$ cat src/gatf_pkg.sv
// Package for the gray frame engine with anti-transpose readout.
// Holds sizes, gray weights, register and command codes, and the command word.
// No dependencies.
package gatf_pkg;

  localparam int MAX_SIDE     = 256;
  localparam int FRAME_PIXELS = 65536;
  localparam int QUEUE_DEPTH  = 2;

  localparam int PIX_W   = 8;
  localparam int SIDE_W  = $clog2(MAX_SIDE);
  localparam int DIM_W   = SIDE_W + 1;
  localparam int ADDR_W  = $clog2(FRAME_PIXELS);
  localparam int CNT_W   = ADDR_W + 1;
  localparam int IDX_W   = 2 * DIM_W;
  localparam int FRAC_W  = 16;
  localparam int SUM_W   = PIX_W + FRAC_W + 2;
  localparam int CFG_IDX_W  = 2;
  localparam int CFG_DATA_W = DIM_W;

  localparam logic [FRAC_W-1:0] WEIGHT_R = FRAC_W'(19661);
  localparam logic [FRAC_W-1:0] WEIGHT_G = FRAC_W'(38666);
  localparam logic [FRAC_W-1:0] WEIGHT_B = FRAC_W'(7209);

  localparam logic [DIM_W-1:0] DIM_RESET = DIM_W'(MAX_SIDE);

  typedef enum logic [CFG_IDX_W-1:0] {
    CFG_WIDTH  = 2'd0,
    CFG_HEIGHT = 2'd1,
    CFG_COLOR  = 2'd2
  } cfg_idx_e;

  localparam logic OP_LOAD = 1'b0;
  localparam logic OP_READ = 1'b1;

  typedef enum logic [1:0] {
    CMD_WRITE    = 2'd0,
    CMD_READ     = 2'd1,
    CMD_NOTREADY = 2'd2
  } cmd_kind_e;

  typedef struct packed {
    logic [DIM_W-1:0] width;
    logic [DIM_W-1:0] height;
    logic             color;
  } cfg_t;

  typedef struct packed {
    cmd_kind_e         kind;
    logic [ADDR_W-1:0] addr;
    logic [PIX_W-1:0]  gray;
    logic              mem_ok;
    logic              last;
  } cmd_t;

endpackage

$ cat src/gatf_pix_if.sv
// Pixel input channel: valid, ready and one pixel word.
// Depends on gatf_pkg for field widths.
interface gatf_pix_if;
  logic                      valid;
  logic                      ready;
  logic                      opcode;
  logic [gatf_pkg::PIX_W-1:0] red;
  logic [gatf_pkg::PIX_W-1:0] green;
  logic [gatf_pkg::PIX_W-1:0] blue;

  modport source (output valid, output opcode, output red, output green, output blue,
                  input ready);
  modport sink   (input valid, input opcode, input red, input green, input blue,
                  output ready);
endinterface

$ cat src/gatf_front.sv
// Front end: accepts pixel words, reduces pixels to gray, tracks load and readout
// position, and issues store commands. Depends on gatf_pkg and gatf_pix_if.
module gatf_front (
  input  logic            clk_i,
  input  logic            rst_ni,
  input  gatf_pkg::cfg_t  cfg_i,
  gatf_pix_if.sink        pix_i,
  output logic            cmd_valid_o,
  input  logic            cmd_ready_i,
  output gatf_pkg::cmd_t  cmd_o
);

  localparam logic [gatf_pkg::CNT_W-1:0] CNT_LIM = gatf_pkg::CNT_W'(gatf_pkg::FRAME_PIXELS);
  localparam logic [gatf_pkg::IDX_W-1:0] IDX_LIM = gatf_pkg::IDX_W'(gatf_pkg::FRAME_PIXELS);

  logic [gatf_pkg::CNT_W-1:0]  load_cnt_q, load_cnt_d;
  logic [gatf_pkg::SIDE_W-1:0] row_q, row_d;
  logic [gatf_pkg::SIDE_W-1:0] col_q, col_d;
  logic                        full_q, full_d;

  logic                        accept;
  logic [gatf_pkg::IDX_W-1:0]  total;
  logic [gatf_pkg::CNT_W-1:0]  cnt_inc;
  logic [gatf_pkg::DIM_W-1:0]  r9, c9, r_nx, c_nx, src_row, src_col;
  logic [gatf_pkg::IDX_W-1:0]  idx;
  logic                        in_frame, is_last;
  logic [gatf_pkg::SUM_W-1:0]  wsum;
  logic [gatf_pkg::PIX_W-1:0]  gray;

  assign accept      = pix_i.valid && pix_i.ready;
  assign pix_i.ready = cmd_ready_i;

  assign total   = gatf_pkg::IDX_W'(cfg_i.width) * gatf_pkg::IDX_W'(cfg_i.height);
  assign cnt_inc = load_cnt_q + gatf_pkg::CNT_W'(1);

  assign r9   = {1'b0, row_q};
  assign c9   = {1'b0, col_q};
  assign r_nx = r9 + gatf_pkg::DIM_W'(1);
  assign c_nx = c9 + gatf_pkg::DIM_W'(1);
  assign src_row = cfg_i.height - gatf_pkg::DIM_W'(1) - c9;
  assign src_col = cfg_i.width - gatf_pkg::DIM_W'(1) - r9;
  assign idx = gatf_pkg::IDX_W'(src_row) * gatf_pkg::IDX_W'(cfg_i.width)
             + gatf_pkg::IDX_W'(src_col);
  assign in_frame = (r9 < cfg_i.width) && (c9 < cfg_i.height);
  assign is_last  = (c_nx >= cfg_i.height) && (r_nx >= cfg_i.width);

  assign wsum = gatf_pkg::SUM_W'(pix_i.red) * gatf_pkg::SUM_W'(gatf_pkg::WEIGHT_R)
              + gatf_pkg::SUM_W'(pix_i.green) * gatf_pkg::SUM_W'(gatf_pkg::WEIGHT_G)
              + gatf_pkg::SUM_W'(pix_i.blue) * gatf_pkg::SUM_W'(gatf_pkg::WEIGHT_B);
  assign gray = cfg_i.color ? wsum[gatf_pkg::FRAC_W +: gatf_pkg::PIX_W] : pix_i.red;

  always_comb begin
    load_cnt_d  = load_cnt_q;
    row_d       = row_q;
    col_d       = col_q;
    full_d      = full_q;
    cmd_valid_o = 1'b0;
    cmd_o.kind   = gatf_pkg::CMD_NOTREADY;
    cmd_o.addr   = load_cnt_q[gatf_pkg::ADDR_W-1:0];
    cmd_o.gray   = gray;
    cmd_o.mem_ok = 1'b0;
    cmd_o.last   = 1'b0;
    if (accept) begin
      if (pix_i.opcode == gatf_pkg::OP_LOAD) begin
        if (!full_q) begin
          cmd_valid_o = load_cnt_q < CNT_LIM;
          cmd_o.kind  = gatf_pkg::CMD_WRITE;
          load_cnt_d  = cnt_inc;
          if (gatf_pkg::IDX_W'(cnt_inc) >= total) begin
            full_d = 1'b1;
            row_d  = '0;
            col_d  = '0;
          end
        end
      end else begin
        cmd_valid_o = 1'b1;
        if (full_q) begin
          cmd_o.kind   = gatf_pkg::CMD_READ;
          cmd_o.addr   = idx[gatf_pkg::ADDR_W-1:0];
          cmd_o.mem_ok = in_frame && (idx < IDX_LIM);
          cmd_o.last   = is_last;
          if (is_last) begin
            full_d     = 1'b0;
            load_cnt_d = '0;
            row_d      = '0;
            col_d      = '0;
          end else if (c_nx >= cfg_i.height) begin
            col_d = '0;
            row_d = r_nx[gatf_pkg::SIDE_W-1:0];
          end else begin
            col_d = c_nx[gatf_pkg::SIDE_W-1:0];
          end
        end
      end
    end
  end

  always_ff @(posedge clk_i or negedge rst_ni) begin
    if (!rst_ni) begin
      load_cnt_q <= '0;
      row_q      <= '0;
      col_q      <= '0;
      full_q     <= 1'b0;
    end else begin
      load_cnt_q <= load_cnt_d;
      row_q      <= row_d;
      col_q      <= col_d;
      full_q     <= full_d;
    end
  end

endmodule

$ cat src/flat_wrapper.sv
// flat-port wrapper written by rule: the top's interface ports become plain ports
module gatf_front_flat 
  (clk_i, rst_ni, cfg_i, cmd_valid_o, cmd_ready_i, cmd_o, pix_i_valid, pix_i_opcode, pix_i_red, pix_i_green, pix_i_blue, pix_i_ready);
  gatf_pix_if pix_i_i ();
  input  logic clk_i;
  input  logic rst_ni;
  input  gatf_pkg::cfg_t cfg_i;
  output logic cmd_valid_o;
  input  logic cmd_ready_i;
  output gatf_pkg::cmd_t cmd_o;
  input wire logic [$bits(pix_i_i.valid)-1:0] pix_i_valid;
  input wire logic [$bits(pix_i_i.opcode)-1:0] pix_i_opcode;
  input wire logic [$bits(pix_i_i.red)-1:0] pix_i_red;
  input wire logic [$bits(pix_i_i.green)-1:0] pix_i_green;
  input wire logic [$bits(pix_i_i.blue)-1:0] pix_i_blue;
  output wire logic [$bits(pix_i_i.ready)-1:0] pix_i_ready;
  assign pix_i_i.valid = pix_i_valid;
  assign pix_i_i.opcode = pix_i_opcode;
  assign pix_i_i.red = pix_i_red;
  assign pix_i_i.green = pix_i_green;
  assign pix_i_i.blue = pix_i_blue;
  assign pix_i_ready = pix_i_i.ready;
  gatf_front u_core (.clk_i(clk_i), .rst_ni(rst_ni), .cfg_i(cfg_i), .pix_i(pix_i_i), .cmd_valid_o(cmd_valid_o), .cmd_ready_i(cmd_ready_i), .cmd_o(cmd_o));
endmodule
$ cat config.mk
export PLATFORM = sky130hd
export DESIGN_NAME = gatf_front_flat
export DESIGN_NICKNAME = d
export VERILOG_FILES = /design/src/gatf_pkg.sv /design/src/gatf_pix_if.sv /design/src/gatf_front.sv /design/src/flat_wrapper.sv
export SDC_FILE = /design/constraint.sdc
export NUM_CORES = 1
export LEC_CHECK = 0
export BUFFER_PORTS_ARGS = -buffer_cell sky130_fd_sc_hd__buf_2
export CORE_AREA = 2 2 213 215
export CTS_CLUSTER_DIAMETER = 200
export DETAILED_ROUTE_END_ITERATION = 7
export DIE_AREA = 0 0 215 217
export PLACE_DENSITY = 0.51
export SLEW_MARGIN = 5
export SYNTH_ARGS = -nofsm -noshare
export SYNTH_HDL_FRONTEND = slang
export SYNTH_SLANG_ARGS = --single-unit
$ cat constraint.sdc
create_clock -name clk_i -period 7.5 [get_ports clk_i]
set_clock_uncertainty 0.1 [all_clocks]
set_input_delay 0.75 -clock clk_i [delete_from_list [all_inputs] [get_ports clk_i]]
set_output_delay 0.75 -clock clk_i [all_outputs]
set_load 0.05 [all_outputs]
* Word-level counts from Yosys, hierarchy flattened
Index checks and enable logic that the tools add are counted.
Storage, ports and cells: register bits 34, bits in latches 0, memory bits (writable) 0, bits in read-only memories 0, bits of input ports 48, output and inout port bits 30, word-level logic and storage cells 69, memories kept 0
Operators by class: $add $sub $neg 10, multipliers 5, div/mod/pow operators 0, magnitude comparators 7, equal/unequal tests 4, shift operators 0, mux-type cells 31, bitwise gates (word level) 0, reductions and logical operators 8
Operators by type and width (count):
- $mux W8 | 11
- $mux W17 | 4
- $mul A8 B15 Y23 const B | 2
- $mul A9 B9 Y18 | 2
- $mux W18 | 2
- $add A23 B24 Y24 | 1
- $add A24 B21 Y24 | 1
- $mul A8 B13 Y21 const B | 1
- $add A18 B9 Y18 | 1
- $add A8 B1 Y9 const B | 2
- $ge A17 B18 Y1 | 1
- $ge A9 B9 Y1 | 2
- $lt A18 B17 Y1 const B | 1
- $lt A8 B9 Y1 | 2
- $sub A9 B1 Y9 const B | 2
- $sub A9 B8 Y9 | 2
- $add A17 B1 Y17 const B | 1
- $lt A17 B17 Y1 const B | 1
- $mux W16 | 1
- $mux W2 | 5
- $mux W1 | 8
- $reduce_and A4 Y1 | 2
- $reduce_and A5 Y1 | 1
- $logic_and A1 B1 Y1 | 4
- 4 further kinds | 5

* Depth between registers and ports, before layout
depth in word-level cells 9, mapped depth 30, gate-level depth less buffers 29

* Worst setup path before layout
Ideal clock, no wire load.
kind input to output, start input port cfg_i[2] (netlist name), end output port cmd_o[1] (netlist name), arrival 8.211 ns, required time 6.650 ns, slack -1.561 ns, cell stages on the path 30, path buffers 1, path through clkbuf_1 -> inv_1 -> ha_1 -> a21o_1 -> a21oi_1 -> o21bai_1 -> a21oi_1 -> o21bai_1 -> a21oi_1 -> xnor2_1 -> nand2_1 -> fa_1 -> inv_1 -> fa_1 -> inv_1 -> fa_1 -> inv_1 -> fa_1 -> inv_1 -> fa_1 -> inv_1 -> ha_1 -> or3_1 -> a21oi_1 -> o21ai_1 -> a2111oi_4 -> nor3_1 -> o31ai_1 -> nand3_1 -> a211oi_1
RTL lines:
- from (decl) | line flat_wrapper.sv:7 | input gatf_pkg::cfg_t cfg_i;
- to (decl) | line flat_wrapper.sv:10 | output gatf_pkg::cmd_t cmd_o;

==> results.md <==
* Avg Inst Size Synth at 8.68 µm²
* Hold Path Class: reg2reg
* Hold EP: u_core.load_cnt_q[5]
* Clk Latency, worst-skew pair at 300 ps
* Grt met3 use at 0.643%
* Final core utilization at 41.2%
* Layout cells sized above 1 at 19.9%
* Required time worst endpoint at 6650 ps
* Worst slew pin tran at 957 ps
* Final setup viols at 13
* Synth Warn # at 0
* Post-Route WL at 40.7 mm
* HPWL after DPL at 35.8 mm
* Pins Over Slew Limit at 0
* Worst reg2reg path startpoint: u_core.col_q[1]
* Via-to-Cell Ratio at 4.66
* RR Endpoint: u_core.load_cnt_q[0]
* CTS Buf Count at 5
* Synthesized instance count at 1722
* Final std cells w/o fill at 2548
* Pre-Repair DR Iteration Count at 4
* I/O Buffers at 77
* Initial core utilization at 33.4%
* Max incr delay on CP at 530 ps
* Synth Flop Type: dfrtp_1
* WS Path Type: in2out
* HP Start: u_core.load_cnt_q[5]
* N_diodes at 0
* Syn Nets at 2299
* Clock sinks at 34
* Nets@finish at 2524
* Final hold violation count at 0
* Remaining Overflow, GRT at 0
* GRT met2 Usage at 33.9%
* Post-DRT Antenna Nets at 0
* Setup crit end kind: output port
* Remaining DRCs at 0
* Row cnt at 78
* Number of DRC markers in iteration 0 at 415
* Synth cell types at 62
* Status: finished, violations left
* Reg2reg setup slack at 3680 ps
* Core region area at 44700 µm²
* Via count at 11867
* Die area at 46700 µm²
* Synth top area share at 28.3%
* Count leader, synth: inv_1
* Cell Area, Synth at 14900 µm²
* CP max FO at 3
* Tcrit/Tclk final at 105%
* Worst setup slack after placement at -671 ps
* Max-cap violations at 0
* Die Span Y at 217 µm
* Post-synth top cells: inv_1, ha_1, fa_1, nand2_1, nor2_1
* GP Congestion at 0.848
* Initial antenna violation count at 0
* CTS Root Buffer Type: clkbuf_16
* Unrepaired setup endpoints after global routing: true
* P&R area growth vs syn at 23.1%
* Htree depth at 2
* CTS tree: built
* First-pass GRT wire length at 67.3 mm
* Vias in the first global route at 12851
* Max-slew headroom at 36.2%
* Largest net degree at the start of global routing at 35
* CP arrival at 7040 ps
* Startpoint Class: primary input
* Tmin final at 7890 ps
* Die X-Extent at 215 µm
* Violated checks: setup timing
* Worst-case clock buffer depth at 2
* Crit path top cell by count: fa_1
* Placed cell count at 2535
* Synth area leaders: fa_1, ha_1, inv_1, dfrtp_1, nand2_1
* Wire per inst at 16.0 µm
* Dominant cell type by area after synthesis: fa_1
* GRT Total Usage at 18.1%
* Post-synthesis sequential area ratio at 5.69%
* Number of synthesized flops with an enable pin at 0
* Synth Register Bits at 34
* Met1 Use GR at 22.8%
* Busiest grt layer: met2
* Post-route design area at 18400 µm²
* Fmax at 127 MHz
* CTS hold repair buffers at 0
* R2r worst-path depth at 14
* IO Count at 78
* Final worst slack at -387 ps
* Placed instance area at 17500 µm²
* Clock transition at path regs at 60 ps
* Worst hold path cell count at 2
* Slowest CP cell: fa_1
* Async SR Flop Fraction at 100%
[worst max-delay path by stage]
stage                              start  endpoint  slack (ps)
final                           cfg_i[1]  cmd_o[1]        -390
after global routing            cfg_i[2]  cmd_o[1]        -720
after CTS                       cfg_i[1]  cmd_o[1]        -470
after detailed placement        cfg_i[1]  cmd_o[1]        -670
after global placement    pix_i_green[0]  cmd_o[2]        -610
after floorplan                 cfg_i[2]  cmd_o[1]        -310
[critical path, delay by kind of cell]
kind / cells / cell delay [ps]
adder cells (fa/ha/maj): 8 / 3140
AO/OA/AOI/OAI: 9 / 1490
buffers and inverters: 8 / 680
XOR/XNOR: 2 / 320
AND/OR/NAND/NOR: 4 / 650
[sequential cells by signal, summed over array words and instances, names as in the netlist]
register / cells
u_core.load_cnt_q: 17
u_core.full_q: 1
u_core.col_q: 8
u_core.row_q: 8
[repair_timing]
item,CTS,global route
pin swaps,64,31
gates resized for setup,112,39
endpoints found under the setup margin,17,18
setup buffers,7,3
[per-layer routing]
layer / vias up / wire [µm]
met2: 106 / 21300
li1: 5903 / -
met4: 0 / 994
met5: - / 0
met1: 5817 / 17800
met3: 41 / 707
[cells by family after synthesis]
group / after synthesis / synth area share [%]
AO/OA/AOI/OAI: 248 / 10.9
AND/OR/NAND/NOR: 390 / 12.0
XOR/XNOR: 87 / 5.10
multiplexers: 9 / 0.712
adder cells (fa/ha/maj): 529 / 54.9
buffers and inverters: 425 / 10.7
flip-flops: 34 / 5.69
[metrics by stage]
stage          TNS, ps  hold WS, ps
6_report         -3440          437
5_1_grt          -7700          469
4_1_cts          -3720          430
3_5_place_dp     -7990          414
3_3_place_gp     -7160          393
2_1_floorplan     -557          354
[cell usage in the layout (no fill, tap or decap), drive strengths merged, types with 7 or more instances in the layout]
master | netlist | layout
a211oi | 7 | 7
a21o | 33 | 33
a21oi | 68 | 68
a22o | 8 | 8
and2 | 55 | 55
and3 | 8 | 8
buf | 2 | 244
dfrtp | 34 | 34
fa | 211 | 211
ha | 318 | 318
inv | 396 | 396
mux2 | 7 | 7
nand2 | 145 | 145
nand2b | 10 | 10
nand3 | 22 | 22
nand4 | 7 | 7
nor2 | 103 | 103
nor3 | 16 | 16
o21a | 13 | 13
o21ai | 74 | 74
o21bai | 14 | 14
or3 | 8 | 8
xnor2 | 58 | 58
xor2 | 29 | 29
[layout make-up]
cell class | count | area, µm²
clock inverters | 3 | 68.8
multi-input cells | 1263 | 13300
fillers | 4575 | 26300
flip-flops and latches | 34 | 852
repair buffers | 244 | 1830
inverters | 399 | 1510
well taps | 600 | 751
clock buffers | 5 | 125
Power is left out: the tool's default activity adds up to more than one toggle a clock period on the data nets, which glitch-free logic cannot reach.
