## config.mk

```make
export PLATFORM = sky130hd
export DESIGN_NAME = gatf_queue
export DESIGN_NICKNAME = d
export VERILOG_FILES = /design/src/gatf_pkg.sv /design/src/gatf_queue.sv
export SDC_FILE = /design/constraint.sdc
export NUM_CORES = 1
export LEC_CHECK = 0
export CAP_MARGIN = 15
export CORE_ASPECT_RATIO = 0.7
export CORE_MARGIN = 10
export CORE_UTILIZATION = 54
export CTS_CLUSTER_DIAMETER = 40
export DETAILED_ROUTE_END_ITERATION = 12
export DONT_BUFFER_PORTS = 1
export PLACE_DENSITY = 0.81
export SLEW_MARGIN = 20
export SYNTH_ARGS = -nofsm -noshare
export SYNTH_HDL_FRONTEND = slang
export SYNTH_SLANG_ARGS = --single-unit
export TNS_END_PERCENT = 30
```

## constraint.sdc

```tcl
create_clock -name clk_i -period 2.9 [get_ports clk_i]
set_clock_uncertainty 0.05 [all_clocks]
set_input_delay 0.58 -clock clk_i [delete_from_list [all_inputs] [get_ports clk_i]]
set_output_delay 0.58 -clock clk_i [all_outputs]
set_load 0.01 [all_outputs]
```

## src/gatf_pkg.sv

```systemverilog
// Package for the gray frame engine with anti-transpose readout.
// Holds sizes, gray weights, register and command codes, and the command word.
// No dependencies.
package gatf_pkg;

  localparam int MAX_SIDE     = 256;
  localparam int FRAME_PIXELS = 65536;
  localparam int QUEUE_DEPTH  = 2;

  localparam int PIX_W   = 8;
  localparam int SIDE_W  = $clog2(MAX_SIDE);
  localparam int DIM_W   = SIDE_W + 1;
  localparam int ADDR_W  = $clog2(FRAME_PIXELS);
  localparam int CNT_W   = ADDR_W + 1;
  localparam int IDX_W   = 2 * DIM_W;
  localparam int FRAC_W  = 16;
  localparam int SUM_W   = PIX_W + FRAC_W + 2;
  localparam int CFG_IDX_W  = 2;
  localparam int CFG_DATA_W = DIM_W;

  localparam logic [FRAC_W-1:0] WEIGHT_R = FRAC_W'(19661);
  localparam logic [FRAC_W-1:0] WEIGHT_G = FRAC_W'(38666);
  localparam logic [FRAC_W-1:0] WEIGHT_B = FRAC_W'(7209);

  localparam logic [DIM_W-1:0] DIM_RESET = DIM_W'(MAX_SIDE);

  typedef enum logic [CFG_IDX_W-1:0] {
    CFG_WIDTH  = 2'd0,
    CFG_HEIGHT = 2'd1,
    CFG_COLOR  = 2'd2
  } cfg_idx_e;

  localparam logic OP_LOAD = 1'b0;
  localparam logic OP_READ = 1'b1;

  typedef enum logic [1:0] {
    CMD_WRITE    = 2'd0,
    CMD_READ     = 2'd1,
    CMD_NOTREADY = 2'd2
  } cmd_kind_e;

  typedef struct packed {
    logic [DIM_W-1:0] width;
    logic [DIM_W-1:0] height;
    logic             color;
  } cfg_t;

  typedef struct packed {
    cmd_kind_e         kind;
    logic [ADDR_W-1:0] addr;
    logic [PIX_W-1:0]  gray;
    logic              mem_ok;
    logic              last;
  } cmd_t;

endpackage

```

## src/gatf_queue.sv

```systemverilog
// Short command queue between front and back end.
// Depends on gatf_pkg for the command word and depth.
module gatf_queue (
  input  logic           clk_i,
  input  logic           rst_ni,
  input  logic           in_valid_i,
  output logic           in_ready_o,
  input  gatf_pkg::cmd_t in_cmd_i,
  output logic           out_valid_o,
  input  logic           out_ready_i,
  output gatf_pkg::cmd_t out_cmd_o
);

  localparam int PTR_W = (gatf_pkg::QUEUE_DEPTH > 1) ? $clog2(gatf_pkg::QUEUE_DEPTH) : 1;
  localparam int CNT_W = $clog2(gatf_pkg::QUEUE_DEPTH + 1);
  localparam logic [PTR_W-1:0] PTR_MAX = PTR_W'(gatf_pkg::QUEUE_DEPTH - 1);
  localparam logic [CNT_W-1:0] CNT_MAX = CNT_W'(gatf_pkg::QUEUE_DEPTH);

  gatf_pkg::cmd_t   slot_q [gatf_pkg::QUEUE_DEPTH];
  logic [PTR_W-1:0] wr_ptr_q, wr_ptr_d, rd_ptr_q, rd_ptr_d;
  logic [CNT_W-1:0] count_q, count_d;
  logic             push, pop;

  assign in_ready_o  = count_q != CNT_MAX;
  assign out_valid_o = count_q != '0;
  assign out_cmd_o   = slot_q[rd_ptr_q];
  assign push = in_valid_i && in_ready_o;
  assign pop  = out_valid_o && out_ready_i;

  always_comb begin
    wr_ptr_d = wr_ptr_q;
    rd_ptr_d = rd_ptr_q;
    count_d  = count_q;
    if (push) begin
      wr_ptr_d = (wr_ptr_q == PTR_MAX) ? '0 : wr_ptr_q + PTR_W'(1);
    end
    if (pop) begin
      rd_ptr_d = (rd_ptr_q == PTR_MAX) ? '0 : rd_ptr_q + PTR_W'(1);
    end
    if (push && !pop) begin
      count_d = count_q + CNT_W'(1);
    end else if (pop && !push) begin
      count_d = count_q - CNT_W'(1);
    end
  end

  always_ff @(posedge clk_i) begin
    if (push) begin
      slot_q[wr_ptr_q] <= in_cmd_i;
    end
  end

  always_ff @(posedge clk_i or negedge rst_ni) begin
    if (!rst_ni) begin
      wr_ptr_q <= '0;
      rd_ptr_q <= '0;
      count_q  <= '0;
    end else begin
      wr_ptr_q <= wr_ptr_d;
      rd_ptr_q <= rd_ptr_d;
      count_q  <= count_d;
    end
  end

endmodule

```

; ---- Word level (Yosys, flattened, before mapping)
; Memory sizes are Yosys's and may differ from the RTL's.
; Index checks and enable logic that the tools add are counted.
[word_totals]
regBits = 4
ramBits = 56
in_bits = 32
out_inout_bits = 30
wordCells = 23
memories = 1
[op_classes]
add_sub_neg = 4
eq_ne = 1
n_mux = 6
n_reduce_logical = 8
[memory_table]
columns = name, words, word_bits, rd, rd_ports_with_merged_regs, write_ports, line
row1 = slot_q, 2, 28, 1, 0, 1, gatf_queue.sv:19  ; gatf_pkg::cmd_t slot_q [gatf_pkg::QUEUE_DEPTH];
[ops]
columns = cell, count
row1 = $logic_and 1x1->1, 4
row2 = $mux 1, 4
row3 = $mux 2, 2
row4 = $reduce_bool 2->1, 2
row5 = $add 1x1->1 const B, 2
row6 = $add 2x1->2 const B, 1
row7 = $logic_not 1->1, 2
row8 = $ne 2x2->1 const B, 1
row9 = $sub 2x1->2 const B, 1

; ---- Logic depth before layout (Yosys ltp)
; Gate-level depths: netlist of run 1.
[depth]
ltp_word = 6
ltp_mapped = 7
depth_no_buf = 7

; ---- Least setup slack after synthesis of run 1
; No wires, ideal clock.
[synth_timing]
kind = register to register
from = register count_q[0]
to = memory slot_q[0][0] in the netlist's numbering, enable pin
setup_ps = 413
arrival_ps = 1889
t_required_ps = 2437
slack_ps = 548
stages_incl_launch_ff = 4
path_buffers = 0
period_less_slack_ps = 2352
cell_sequence = dfrtp_1 nand2b_1 nand2_1 nor2_1
[synth_between]
elab_chain_len = 4
[synth_rtl]
columns = item, line
row1 = "start, declared", gatf_queue.sv:21  ; logic [CNT_W-1:0] count_q, count_d;
row2 = "start signal, assigned", gatf_queue.sv:61  ; count_q <= count_d;
row3 = $ne 2x2->1, gatf_queue.sv:24  ; assign in_ready_o = count_q != CNT_MAX;
row4 = via in_ready_o, gatf_queue.sv:7  ; output logic in_ready_o,
row5 = $logic_and 1x1->1, gatf_queue.sv:27  ; assign push = in_valid_i && in_ready_o;
row6 = $mux 1, gatf_queue.sv:48  ; if (push) begin
row7 = $mux 1 (not written as such), gatf_queue.sv:49  ; slot_q[wr_ptr_q] <= in_cmd_i;
row8 = "end, declared", gatf_queue.sv:19
; The timed path passes the listed nets, and every way through them passes these cells.

==> reports/summary.log, run 1 <==
qor: die.die_x 97.4 um
qor: hold_path.worstHoldPathType input pin to register
qor: synthesis.ys_seq_area_share 78.8%
qor: worst_setup_path.maximum_fanout_along_the_worst_path 19
qor: worst_setup_path.worst-endpoint-arrival 1.35 ns
qor: clocking.clk_lat_worst_skew 0.33 ns
qor: power_and_ir_drop.max-vdd-ir-drop 0.608 mV
qor: timing.slew_viol_final 0
qor: hold_path.holdCritStartpoint in_cmd_i[17]
qor: synthesis.syn-mean-instance-area 21.5 um^2
qor: global_routing.grt_usage 10.4%
qor: power_and_ir_drop.p_leak 0.880 nW
qor: timing.final_hold_violation_count 0
qor: worst_setup_path.reg2reg_slack 1.24 ns
qor: clocking.maximum_level_of_the_cts_h_tree 3
qor: global_routing.grt_antenna_before_repair 0
qor: die.dieHeight 74.2 um
qor: place.place_area 2330 um^2
qor: final_layout.fin_cells 176
qor: global_routing.grt_pass1_vias 1008
qor: final_layout.stdcell_area 2500 um^2
qor: timing.slew_headroom 75.1%
qor: die.placement_rows 19
qor: global_routing.grt_start_max_net_pins 29
qor: synthesis.yosys_register_bits 60
qor: synthesis.netlist_cell_types 16
qor: global_routing.grt_pass1_wl 5510 um
qor: clocking.numCtsBuffers 9
qor: outcome.status finished, final reports clean
qor: detailed_routing.num_vias 932
qor: timing.fmax 506 MHz
qor: power_and_ir_drop.p_per_area 1030 nW/um^2
qor: synthesis.post_synth_inst_count 105
qor: final_layout.nNetsFinal 152
qor: clocking.cts_setup_buffers 0
qor: worst_setup_path.worst-path-buf-inv 1
qor: worst_setup_path.worst_path_largest_cell_delay 0.41 ns
qor: synthesis.ys_warn_count 0
qor: clocking.clk_root_buffer_cell sky130_fd_sc_hd__clkbuf_8
qor: die.floorplan.io_pins 62
qor: worst_setup_path.timing.critical_path.from rd_ptr_q
qor: worst_setup_path.crit_family multiplexers
qor: detailed_routing.remaining_drc_errors 0
qor: timing.tns_setup 0 ns
qor: synthesis.netlist_area 2260 um^2
qor: final_layout.final_layout_size_suffix_gt1_share 37.9%
qor: clocking.clockBufferDepth 2
qor: worst_setup_path.cp_data_required_time 2.27 ns
qor: worst_setup_path.start_kind register
qor: synthesis.synth_top_cells_by_area sky130_fd_sc_hd__edfxtp_1 (74%), sky130_fd_sc_hd__mux2_2 (9.0%), sky130_fd_sc_hd__mux2_4 (6.6%), sky130_fd_sc_hd__dfrtp_1 (4.4%), sky130_fd_sc_hd__xnor2_1 (1.2%)
qor: detailed_routing.total_wire_length 3710 um
qor: detailed_routing.route.detailed.wl_per_inst 21.1 um
qor: synthesis.yosysTopAreaCellShare 74.3%
qor: detailed_routing.postRouteAntennaNets 0
qor: detailed_routing.dr.first_iter.drc_count 76
qor: die.core_area 3970 um^2
qor: detailed_routing.per_cell_via_count_in_the_routed_design 5.30
qor: worst_setup_path.cp-end-kind primary output
qor: timing.rsz_0062_raised_after_global_routing false
qor: final_layout.layout.cells.most_common sky130_fd_sc_hd__edfxtp_1
qor: place.count_of_port_buffers_added_during_placement 0
qor: clocking.tritoncts yes
qor: timing.post-route-min-period 1.98 ns
qor: worst_setup_path.timing.rr.start count_q[0]
qor: final_layout.most-common-layout-cells sky130_fd_sc_hd__edfxtp_1 (56), sky130_fd_sc_hd__mux2_2 (18), sky130_fd_sc_hd__mux2_4 (10)
qor: clocking.cts.reportedPaths.clkPinSlew 0.06 ns
qor: final_layout.nFillCells 278
qor: die.die-area 7220 um^2
qor: global_routing.globalRoute.totalOverflow 0
qor: clocking.clock-sinks 60
qor: timing.worstMarginPinSlew 0.374 ns
qor: worst_setup_path.critPathSlowestCell sky130_fd_sc_hd__mux2_2
qor: place.dp_hpwl 2660 um
qor: final_layout.layout-area-overhead-vs-synth 10.6%
qor: final_layout.antenna_cells_inserted 0
qor: place.place_inst 159
qor: detailed_routing.detail_route.first_pass.iterations 4
qor: timing.finalCritPeriodShare 68.2%
qor: synthesis.mappedNetlistNets 138
qor: run.max_cap_viol_count 0
qor: place.routabilityCongestion 0.665
qor: timing.finalSetupViolCount 0
qor: synthesis.yosysTopAreaCell sky130_fd_sc_hd__edfxtp_1
qor: worst_setup_path.path_cells buf_4, mux2_2
qor: die.start_util 57.0%
qor: worst_setup_path.worstSetupPathType register to primary output
## report_power, final
part           total, mW  switching (mW)  internal, mW  leakage, nW
logic              0.737           0.417         0.319        0.232
clock network      0.580           0.285         0.295       0.0813
registers           1.25          0.0627          1.19        0.567
## state kept, by name, indices dropped and copies added, names as in the netlist
signal	flops
wr_ptr_q	1
rd_ptr_q	1
count_q	2
slot_q	56
## Yosys cell counts
master	n
sky130_fd_sc_hd__buf_8	1
sky130_fd_sc_hd__inv_1	1
sky130_fd_sc_hd__nand2b_1	1
sky130_fd_sc_hd__mux2_4	10
sky130_fd_sc_hd__mux2_2	18
sky130_fd_sc_hd__or2_1	1
sky130_fd_sc_hd__ha_1	1
sky130_fd_sc_hd__xor2_1	2
sky130_fd_sc_hd__nand2_1	2
sky130_fd_sc_hd__nor2_1	2
sky130_fd_sc_hd__edfxtp_1	56
sky130_fd_sc_hd__buf_4	1
sky130_fd_sc_hd__xnor2_1	3
sky130_fd_sc_hd__dfrtp_1	4
sky130_fd_sc_hd__and3_1	1
sky130_fd_sc_hd__buf_6	1
## stage by stage
| step | utilization, % | power, mW | hold WS [ns] | setup slack (ns) |
|---|---|---|---|---|
| after global routing | 63.0 | 2.71 | 0.270 | 0.828 |
| final | 63.0 | 2.57 | 0.295 | 0.923 |
| after CTS | 63.0 | 2.62 | 0.277 | 0.888 |
| after detailed placement | 58.8 | 2.03 | 0.235 | 1.22 |
| after global placement | 58.8 | 2.00 | 0.235 | 1.27 |
| after floorplan | - | 1.89 | 0.234 | 0.548 |
## worst register-to-register path, stage by stage, from the launching register on
cell and delay (ns):
sky130_fd_sc_hd__dfrtp_1 0.42, sky130_fd_sc_hd__nand2b_1 0.24, sky130_fd_sc_hd__nand2_1 0.17, sky130_fd_sc_hd__inv_1 0.06, sky130_fd_sc_hd__ha_1 0.20, sky130_fd_sc_hd__xor2_1 0.15
sky130_fd_sc_hd__nor2_1 0.12, sky130_fd_sc_hd__xor2_1 0.16
## path summary, 6_finish.rpt
kind / endpoint / depth (start not counted)
min in group asynchronous: count_q[1] / 1
hold reg to reg: count_q[1] / 1
hold / removal: slot_q[0][17] / 0
setup / recovery: out_cmd_o[8] / 2
max in group asynchronous: wr_ptr_q / 1
setup reg to reg: count_q[1] / 7
## routing by layer
| metal | track usage, % | share of wire, % | vias to the layer above |
|---|---|---|---|
| met5 | 0 | 0 | - |
| met4 | 6.27 | 1.5 | 0 |
| li1 | - | - | 433 |
| met1 | 8.53 | 33 | 453 |
| met2 | 17.0 | 52 | 37 |
| met3 | 8.88 | 13 | 9 |
## layout make-up
| type | count | area [um^2] | share of cell area, % |
|---|---|---|---|
| tap | 52 | 65.1 | 2.60 |
| multi-input combinational | 41 | 445 | 17.8 |
| sequential | 60 | 1780 | 71.2 |
| clock inverter | 7 | 33.8 | 1.35 |
| timing repair buffer | 6 | 47.5 | 1.90 |
| clock buffer | 9 | 124 | 4.95 |
| inverter | 1 | 3.75 | 0.150 |
## cells by family after synthesis
family / synth area share, %
adders and majority gates: 0.553
buffers and inverters: 1.66
xor gates and xnor gates: 1.94
muxes: 15.6
DFF: 78.8
and+or+nand+nor: 1.49
## what timing repair did
item                      CTS  global route
gates resized for setup     0             0
hold buffers                1             0
hold endpoints to repair    4             0
No activity file was read; power rests on OpenSTA's default activity.
==> run 2: changes to the inputs <==
==> constraint.sdc (replaced) <==
create_clock -name clk_i -period 1.94 [get_ports clk_i]
set_clock_uncertainty 0.05 [all_clocks]
set_input_delay 0.388 -clock clk_i [delete_from_list [all_inputs] [get_ports clk_i]]
set_output_delay 0.388 -clock clk_i [all_outputs]
set_load 0.01 [all_outputs]
==> reports/summary.log, run 2 (same netlist as run 1, synthesis figures left out) <==
qor: final_layout.largest_register_ffs 56 [unchanged]
qor: global_routing.grt_start_max_net_pins 30 [was 29]
qor: final_layout.layout-area-overhead-vs-synth 13.2% [was 10.6%]
qor: power_and_ir_drop.p_leak 0.910 nW [was 0.880 nW]
qor: clocking.clockBufferDepth 2 [unchanged]
qor: detailed_routing.dr.first_iter.drc_count 34 [was 76]
qor: detailed_routing.per_cell_via_count_in_the_routed_design 5.27 [was 5.30]
qor: worst_setup_path.start_kind register [unchanged]
qor: global_routing.grt_antenna_before_repair 0 [unchanged]
qor: global_routing.globalRoute.totalOverflow 0 [unchanged]
qor: die.placement_rows 19 [unchanged]
qor: detailed_routing.remaining_drc_errors 0 [unchanged]
qor: timing.slew_headroom 82.7% [was 75.1%]
qor: clocking.post_cts.resized_instances 0 [unchanged]
qor: global_routing.grt_pass1_wl 5740 um [was 5510 um]
qor: worst_setup_path.worst_path_largest_cell_delay 0.40 ns [was 0.41 ns]
qor: die.die_x 97.4 um [unchanged]
qor: clocking.clk_lat_worst_skew 0.32 ns [was 0.33 ns]
qor: worst_setup_path.cp_data_required_time 1.50 ns [was 2.27 ns]
qor: clocking.clock-sinks 60 [unchanged]
qor: die.die-area 7220 um^2 [unchanged]
qor: worst_setup_path.crit-reg2reg-capture count_q[1] [unchanged]
qor: final_layout.largest_registers_in_the_final_layout slot_q x56, count_q x2 [unchanged]
qor: final_layout.largest-register slot_q [unchanged]
qor: hold_path.worst_hold_path.num_cells 0 [unchanged]
qor: power_and_ir_drop.power.share.clock 27.3% [was 22.6%]
qor: worst_setup_path.cp-end-kind primary output [unchanged]
qor: die.start_util 57.0% [unchanged]
qor: power_and_ir_drop.post-layout-total-power 4.14 mW [was 2.57 mW]
qor: hold_path.holdCritStartpoint in_cmd_i[10] [was in_cmd_i[17]]
qor: timing.fmax 567 MHz
qor: clocking.cts_setup_buffers 0 [unchanged]
qor: final_layout.multi_input_gate_area 445 um^2 [unchanged]
qor: die.core_area 3970 um^2 [unchanged]
qor: place.dp_hpwl 2660 um [about the same]
qor: timing.finalCritPeriodShare 90.9%
qor: timing.rsz_0062_raised_after_global_routing false [unchanged]
qor: final_layout.most-common-layout-cells sky130_fd_sc_hd__edfxtp_1 (56), sky130_fd_sc_hd__mux2_2 (18), sky130_fd_sc_hd__mux2_4 (10) [unchanged]
qor: detailed_routing.route.detailed.wl_per_inst 21.1 um [about the same]
qor: clocking.tritoncts yes [unchanged]
qor: timing.slew_viol_final 0 [unchanged]
qor: final_layout.final_layout_size_suffix_gt1_share 37.9% [unchanged]
qor: run.max_cap_viol_count 0 [unchanged]
qor: clocking.ctsHoldBuffers 1 [unchanged]
qor: power_and_ir_drop.max-vdd-ir-drop 1.22 mV [was 0.608 mV]
qor: worst_setup_path.maximum_fanout_along_the_worst_path 29 [was 19]
qor: detailed_routing.detail_route.first_pass.iterations 4 [unchanged]
qor: clocking.maximum_level_of_the_cts_h_tree 3 [unchanged]
qor: die.dieHeight 74.2 um [unchanged]
qor: worst_setup_path.rr_worst_depth 6 [was 7]
qor: outcome.status finished, final reports clean [unchanged]
qor: timing.final_hold_violation_count 0 [unchanged]
qor: place.place_area 2350 um^2 [was 2330 um^2]
qor: detailed_routing.num_vias 927 [was 932]
qor: place.routabilityCongestion 0.651 [was 0.665]
qor: place.count_of_port_buffers_added_during_placement 0 [unchanged]
qor: timing.post-route-min-period 1.76 ns
qor: detailed_routing.total_wire_length 3720 um [was 3710 um]
qor: final_layout.nNetsFinal 152 [unchanged]
qor: timing.worstMarginPinSlew 0.260 ns [was 0.374 ns]
qor: worst_setup_path.worst-endpoint-arrival 1.32 ns [was 1.35 ns]
qor: detailed_routing.postRouteAntennaNets 0 [unchanged]
qor: worst_setup_path.reg2reg_slack 0.26 ns [was 1.24 ns]
qor: final_layout.antenna_cells_inserted 0 [unchanged]
qor: place.place_inst 159 [unchanged]
qor: clocking.numCtsBuffers 9 [unchanged]
qor: timing.tns_setup 0 ns [unchanged]
qor: hold_path.worstHoldPathType input pin to register [unchanged]
qor: worst_setup_path.timing.critical_path.from rd_ptr_q [unchanged]
qor: final_layout.fin_cells 176 [unchanged]
qor: timing.finalSetupViolCount 0 [unchanged]
qor: power_and_ir_drop.power_frac_seq 45.4% [was 48.8%]
qor: clocking.clk_root_buffer_cell sky130_fd_sc_hd__clkbuf_8 [unchanged]
qor: final_layout.stdcell_area 2560 um^2 [was 2500 um^2]
qor: worst_setup_path.worstSetupPathType register to primary output [unchanged]
qor: global_routing.grt_usage 10.6% [was 10.4%]
qor: worst_setup_path.critPathSlowestCell sky130_fd_sc_hd__mux2_2 [unchanged]
qor: worst_setup_path.path_cells buf_12, mux2_2 [was buf_4, mux2_2]
qor: hold_path.worst_case_hold_path_end_point slot_q[0][10] [was slot_q[0][17]]
qor: power_and_ir_drop.sw_frac_of_total 27.9% [was 29.8%]
qor: worst_setup_path.timing.rr.start count_q[0] [unchanged]
qor: final_layout.nFillCells 263 [was 278]
qor: global_routing.grt_pass1_vias 1048 [was 1008]
qor: final_layout.utilization 64.5% [was 63.0%]
qor: final_layout.final-seq-area 1780 um^2 [unchanged]
qor: final_layout.layout.cells.most_common sky130_fd_sc_hd__edfxtp_1 [unchanged]
qor: die.floorplan.io_pins 62 [unchanged]
qor: power_and_ir_drop.comb_power_share 27.4% [was 28.7%]
qor: power_and_ir_drop.power.switching 1.16 mW [was 765 uW]
qor: power_and_ir_drop.p_per_area 1620 nW/um^2 [was 1030 nW/um^2]
qor: clocking.cts.reportedPaths.clkPinSlew 0.06 ns [about the same]
qor: power_and_ir_drop.intPower 2.98 mW [was 1.81 mW]
## run 2: cell count changes in the layout (fill, tap and decap cells not counted)
cell	previous run	this run
sky130_fd_sc_hd__bufinv_16	0	2
sky130_fd_sc_hd__buf_12	0	1
sky130_fd_sc_hd__buf_4	5	4
sky130_fd_sc_hd__clkinv_2	3	2
sky130_fd_sc_hd__clkinvlp_4	1	0
## run 2: worst max path at each step
stage	to	slack [ns]	cells past startpoint
floorplan	slot_q[0][0]	0.04	3
global placement	count_q[1]	0.40	6
detailed placement	count_q[1]	0.28	6
CTS	out_cmd_o[2]	0.15	2
global route	out_cmd_o[10]	0.10	2
finish	out_cmd_o[2]	0.18	2
## run 2: critical path, delay by kind of cell (launching register included)
family | cells | cell delay, ns
buffers and inverters | 1 | 0.21
muxes | 1 | 0.40
DFF | 1 | 0.37
## run 2: final cells by class
class                      count  area share, %
sequential                    60           69.6
multi-input combinational     41           17.4
clock buffer                   9           4.84
clock inverter                 7           3.18
tap                           52           2.54
timing repair buffer           6           2.34
inverter                       1          0.147
## run 2: through the flow
step                      worst slack, ns  hold WS (ns)
final                               0.177         0.110
after global routing                0.103        0.0778
after CTS                           0.149        0.0881
after detailed placement            0.280        0.0426
after global placement              0.402        0.0426
after floorplan                    0.0447        0.0424
## run 2: per-layer routing
layer | GRT usage, % | part of all wire, % | vias up | wire, um
met5 | 0 | 0 | - | 0
met4 | 3.86 | 0.59 | 0 | 22
met3 | 10.5 | 16 | 4 | 597
met1 | 10.2 | 37 | 449 | 1380
met2 | 15.7 | 46 | 45 | 1710
li1 | - | - | 429 | -
## run 2: power groups by stage
stage	Combinational [mW]	Sequential, mW	Clock, mW
floorplan	0.952	1.88	0
global placement	1.13	1.88	0
detailed placement	1.17	1.90	0
CTS	1.17	1.88	1.16
global route	1.24	1.91	1.22
finish	1.13	1.88	1.13
==> run 3: changes to the inputs <==
--- a/config.mk
+++ b/config.mk
@@ -13,6 +13,7 @@
 export DETAILED_ROUTE_END_ITERATION = 12
 export DONT_BUFFER_PORTS = 1
 export PLACE_DENSITY = 0.81
+export SETUP_SLACK_MARGIN = 0.2
 export SLEW_MARGIN = 20
 export SYNTH_ARGS = -nofsm -noshare
 export SYNTH_HDL_FRONTEND = slang
==> reports/summary.log, run 3 (same netlist as run 1, synthesis figures left out) <==
qor: outcome.status finished, final reports clean [unchanged]
qor: final_layout.largest_registers_in_the_final_layout slot_q x56, count_q x2 [unchanged]
qor: final_layout.layout.cells.most_common sky130_fd_sc_hd__edfxtp_1 [unchanged]
qor: power_and_ir_drop.p_per_area 1540 nW/um^2 [was 1620 nW/um^2]
qor: worst_setup_path.worstSetupPathType register to primary output [unchanged]
qor: worst_setup_path.cp_data_required_time 1.50 ns [about the same]
qor: final_layout.layout-area-overhead-vs-synth 11.3% [was 13.2%]
qor: clocking.tritoncts yes [unchanged]
qor: final_layout.largest_register_ffs 56 [unchanged]
qor: timing.finalSetupViolCount 0 [unchanged]
qor: final_layout.largest-register slot_q [unchanged]
qor: detailed_routing.detail_route.first_pass.iterations 4 [unchanged]
qor: global_routing.globalRoute.totalOverflow 0 [unchanged]
qor: clocking.clockBufferDepth 2 [unchanged]
qor: clocking.cts.reportedPaths.clkPinSlew 0.06 ns [about the same]
qor: clocking.cts_setup_buffers 0 [unchanged]
qor: global_routing.grt_antenna_before_repair 0 [unchanged]
qor: die.die_x 97.4 um [unchanged]
qor: global_routing.grt_start_max_net_pins 29 [was 30]
qor: detailed_routing.remaining_drc_errors 0 [unchanged]
qor: global_routing.grt_pass1_wl 5620 um [was 5740 um]
qor: place.routabilityCongestion 0.672 [was 0.651]
qor: worst_setup_path.path_cells buf_8, mux2_2 [was buf_12, mux2_2]
qor: worst_setup_path.reg2reg_slack 0.24 ns [was 0.26 ns]
qor: detailed_routing.num_vias 925 [was 927]
qor: global_routing.grt_usage 10.9% [was 10.6%]
qor: detailed_routing.per_cell_via_count_in_the_routed_design 5.32 [was 5.27]
qor: die.start_util 57.0% [unchanged]
qor: place.count_of_port_buffers_added_during_placement 0 [unchanged]
qor: timing.post-route-min-period 1.74 ns [was 1.76 ns]
qor: final_layout.utilization 63.4% [was 64.5%]
qor: detailed_routing.dr.first_iter.drc_count 30 [was 34]
qor: clocking.clock-sinks 60 [unchanged]
qor: timing.tns_setup 0 ns [unchanged]
qor: final_layout.nFillCells 270 [was 263]
qor: final_layout.antenna_cells_inserted 0 [unchanged]
qor: run.max_cap_viol_count 0 [unchanged]
qor: die.placement_rows 19 [unchanged]
qor: final_layout.most-common-layout-cells sky130_fd_sc_hd__edfxtp_1 (56), sky130_fd_sc_hd__mux2_2 (18), sky130_fd_sc_hd__mux2_4 (10) [unchanged]
qor: final_layout.multi_input_gate_area 453 um^2 [was 445 um^2]
qor: timing.final_critical_path_setup_slack 0.199 ns [was 0.177 ns]
qor: clocking.clk_root_buffer_cell sky130_fd_sc_hd__clkbuf_8 [unchanged]
qor: timing.final_hold_violation_count 0 [unchanged]
qor: clocking.maximum_level_of_the_cts_h_tree 3 [unchanged]
qor: worst_setup_path.start_kind register [unchanged]
qor: final_layout.stdcell_area 2520 um^2 [was 2560 um^2]
qor: die.dieHeight 74.2 um [unchanged]
qor: timing.fmax 574 MHz [was 567 MHz]
qor: worst_setup_path.worst_path_largest_cell_delay 0.40 ns [about the same]
qor: clocking.numCtsBuffers 9 [unchanged]
qor: global_routing.grt_pass1_vias 1018 [was 1048]
qor: power_and_ir_drop.max-vdd-ir-drop 0.958 mV [was 1.22 mV]
qor: final_layout.final_layout_size_suffix_gt1_share 38.5% [was 37.9%]
qor: place.dp_hpwl 2710 um [was 2660 um]
qor: die.die-area 7220 um^2 [unchanged]
qor: detailed_routing.total_wire_length 3690 um [was 3720 um]
qor: place.place_ws 0.192 ns [was 0.280 ns]
qor: worst_setup_path.crit_family multiplexers [unchanged]
qor: timing.slew_viol_final 0 [unchanged]
qor: timing.worstMarginPinSlew 0.224 ns [was 0.260 ns]
qor: hold_path.worstHoldPathType input pin to register [unchanged]
qor: worst_setup_path.critPathSlowestCell sky130_fd_sc_hd__mux2_2 [unchanged]
qor: die.floorplan.io_pins 62 [unchanged]
qor: die.core_area 3970 um^2 [unchanged]
qor: place.place_area 2350 um^2 [about the same]
qor: worst_setup_path.worst-path-buf-inv 1 [unchanged]
qor: final_layout.nNetsFinal 152 [unchanged]
qor: detailed_routing.postRouteAntennaNets 0 [unchanged]
qor: clocking.clk_lat_worst_skew 0.33 ns [was 0.32 ns]
qor: timing.whs 0.0994 ns [was 0.110 ns]
qor: worst_setup_path.cp-end-kind primary output [unchanged]
qor: worst_setup_path.maximum_fanout_along_the_worst_path 19 [was 29]
qor: timing.finalCritPeriodShare 89.7% [was 90.9%]
qor: worst_setup_path.worst-endpoint-arrival 1.30 ns [was 1.32 ns]
qor: timing.rsz_0062_raised_after_global_routing true [was false]
qor: final_layout.final-seq-area 1780 um^2 [unchanged]
qor: timing.slew_headroom 85.0% [was 82.7%]
qor: detailed_routing.route.detailed.wl_per_inst 21.2 um [was 21.1 um]
qor: power_and_ir_drop.p_leak 0.885 nW [was 0.910 nW]
==> run 3: area by class of cell <==
cell class,count,area share (%)
multi-input cells,41,18.0
inverters,1,0.149
flip-flops and latches,60,70.8
well taps,52,2.58
clock buffers,10,5.07
repair buffers,6,2.68
clock inverters,4,0.746
==> run 3: report_power, final <==
group          leakage (nW)  internal [mW]  switching (mW)  total, mW
clock                0.0792          0.436           0.405      0.841
sequential            0.567           1.78           0.108       1.89
combinational         0.239          0.515           0.633       1.15
==> run 3: timing repair <==
action | CTS | global route
endpoints found under the hold margin | 4 | 0
hold buffers | 1 | 0
resized for setup | 2 | 1
setup endpoints to repair | 19 | 29
==> run 3: final timing paths <==
path,start,cells after the start,to
max reg2reg,count_q[0],7,count_q[1]
max in group asynchronous,rst_ni,1,count_q[1]
max,rd_ptr_q,2,out_cmd_o[4]
min in group asynchronous,rst_ni,1,wr_ptr_q
min reg2reg,count_q[1],1,count_q[1]
min,in_cmd_i[26],0,slot_q[0][26]
==> run 3: per-layer routing <==
layer | GRT usage [%] | share of wire, % | up-vias
li1 | - | - | 431
met1 | 9.35 | 32 | 437
met2 | 15.9 | 47 | 49
met3 | 12.4 | 19 | 8
met4 | 4.34 | 1.5 | 0
met5 | 0 | 0 | -
==> run 3: through the flow <==
step / std cells / power, mW
after floorplan: 105 / 2.84
final: 174 / 3.88
after global placement: 159 / 3.02
after detailed placement: 159 / 3.07
after global routing: 174 / 4.10
after CTS: 174 / 3.95
==> run 3: worst register-to-register path: cells and delay by family, from the launching register on <==
family | cells | cell delay [ns]
buffers and inverters | 1 | 0.06
AND/OR/NAND/NOR | 3 | 0.56
XOR/XNOR | 2 | 0.30
flip-flops | 1 | 0.43
adder cells (fa/ha/maj) | 1 | 0.21
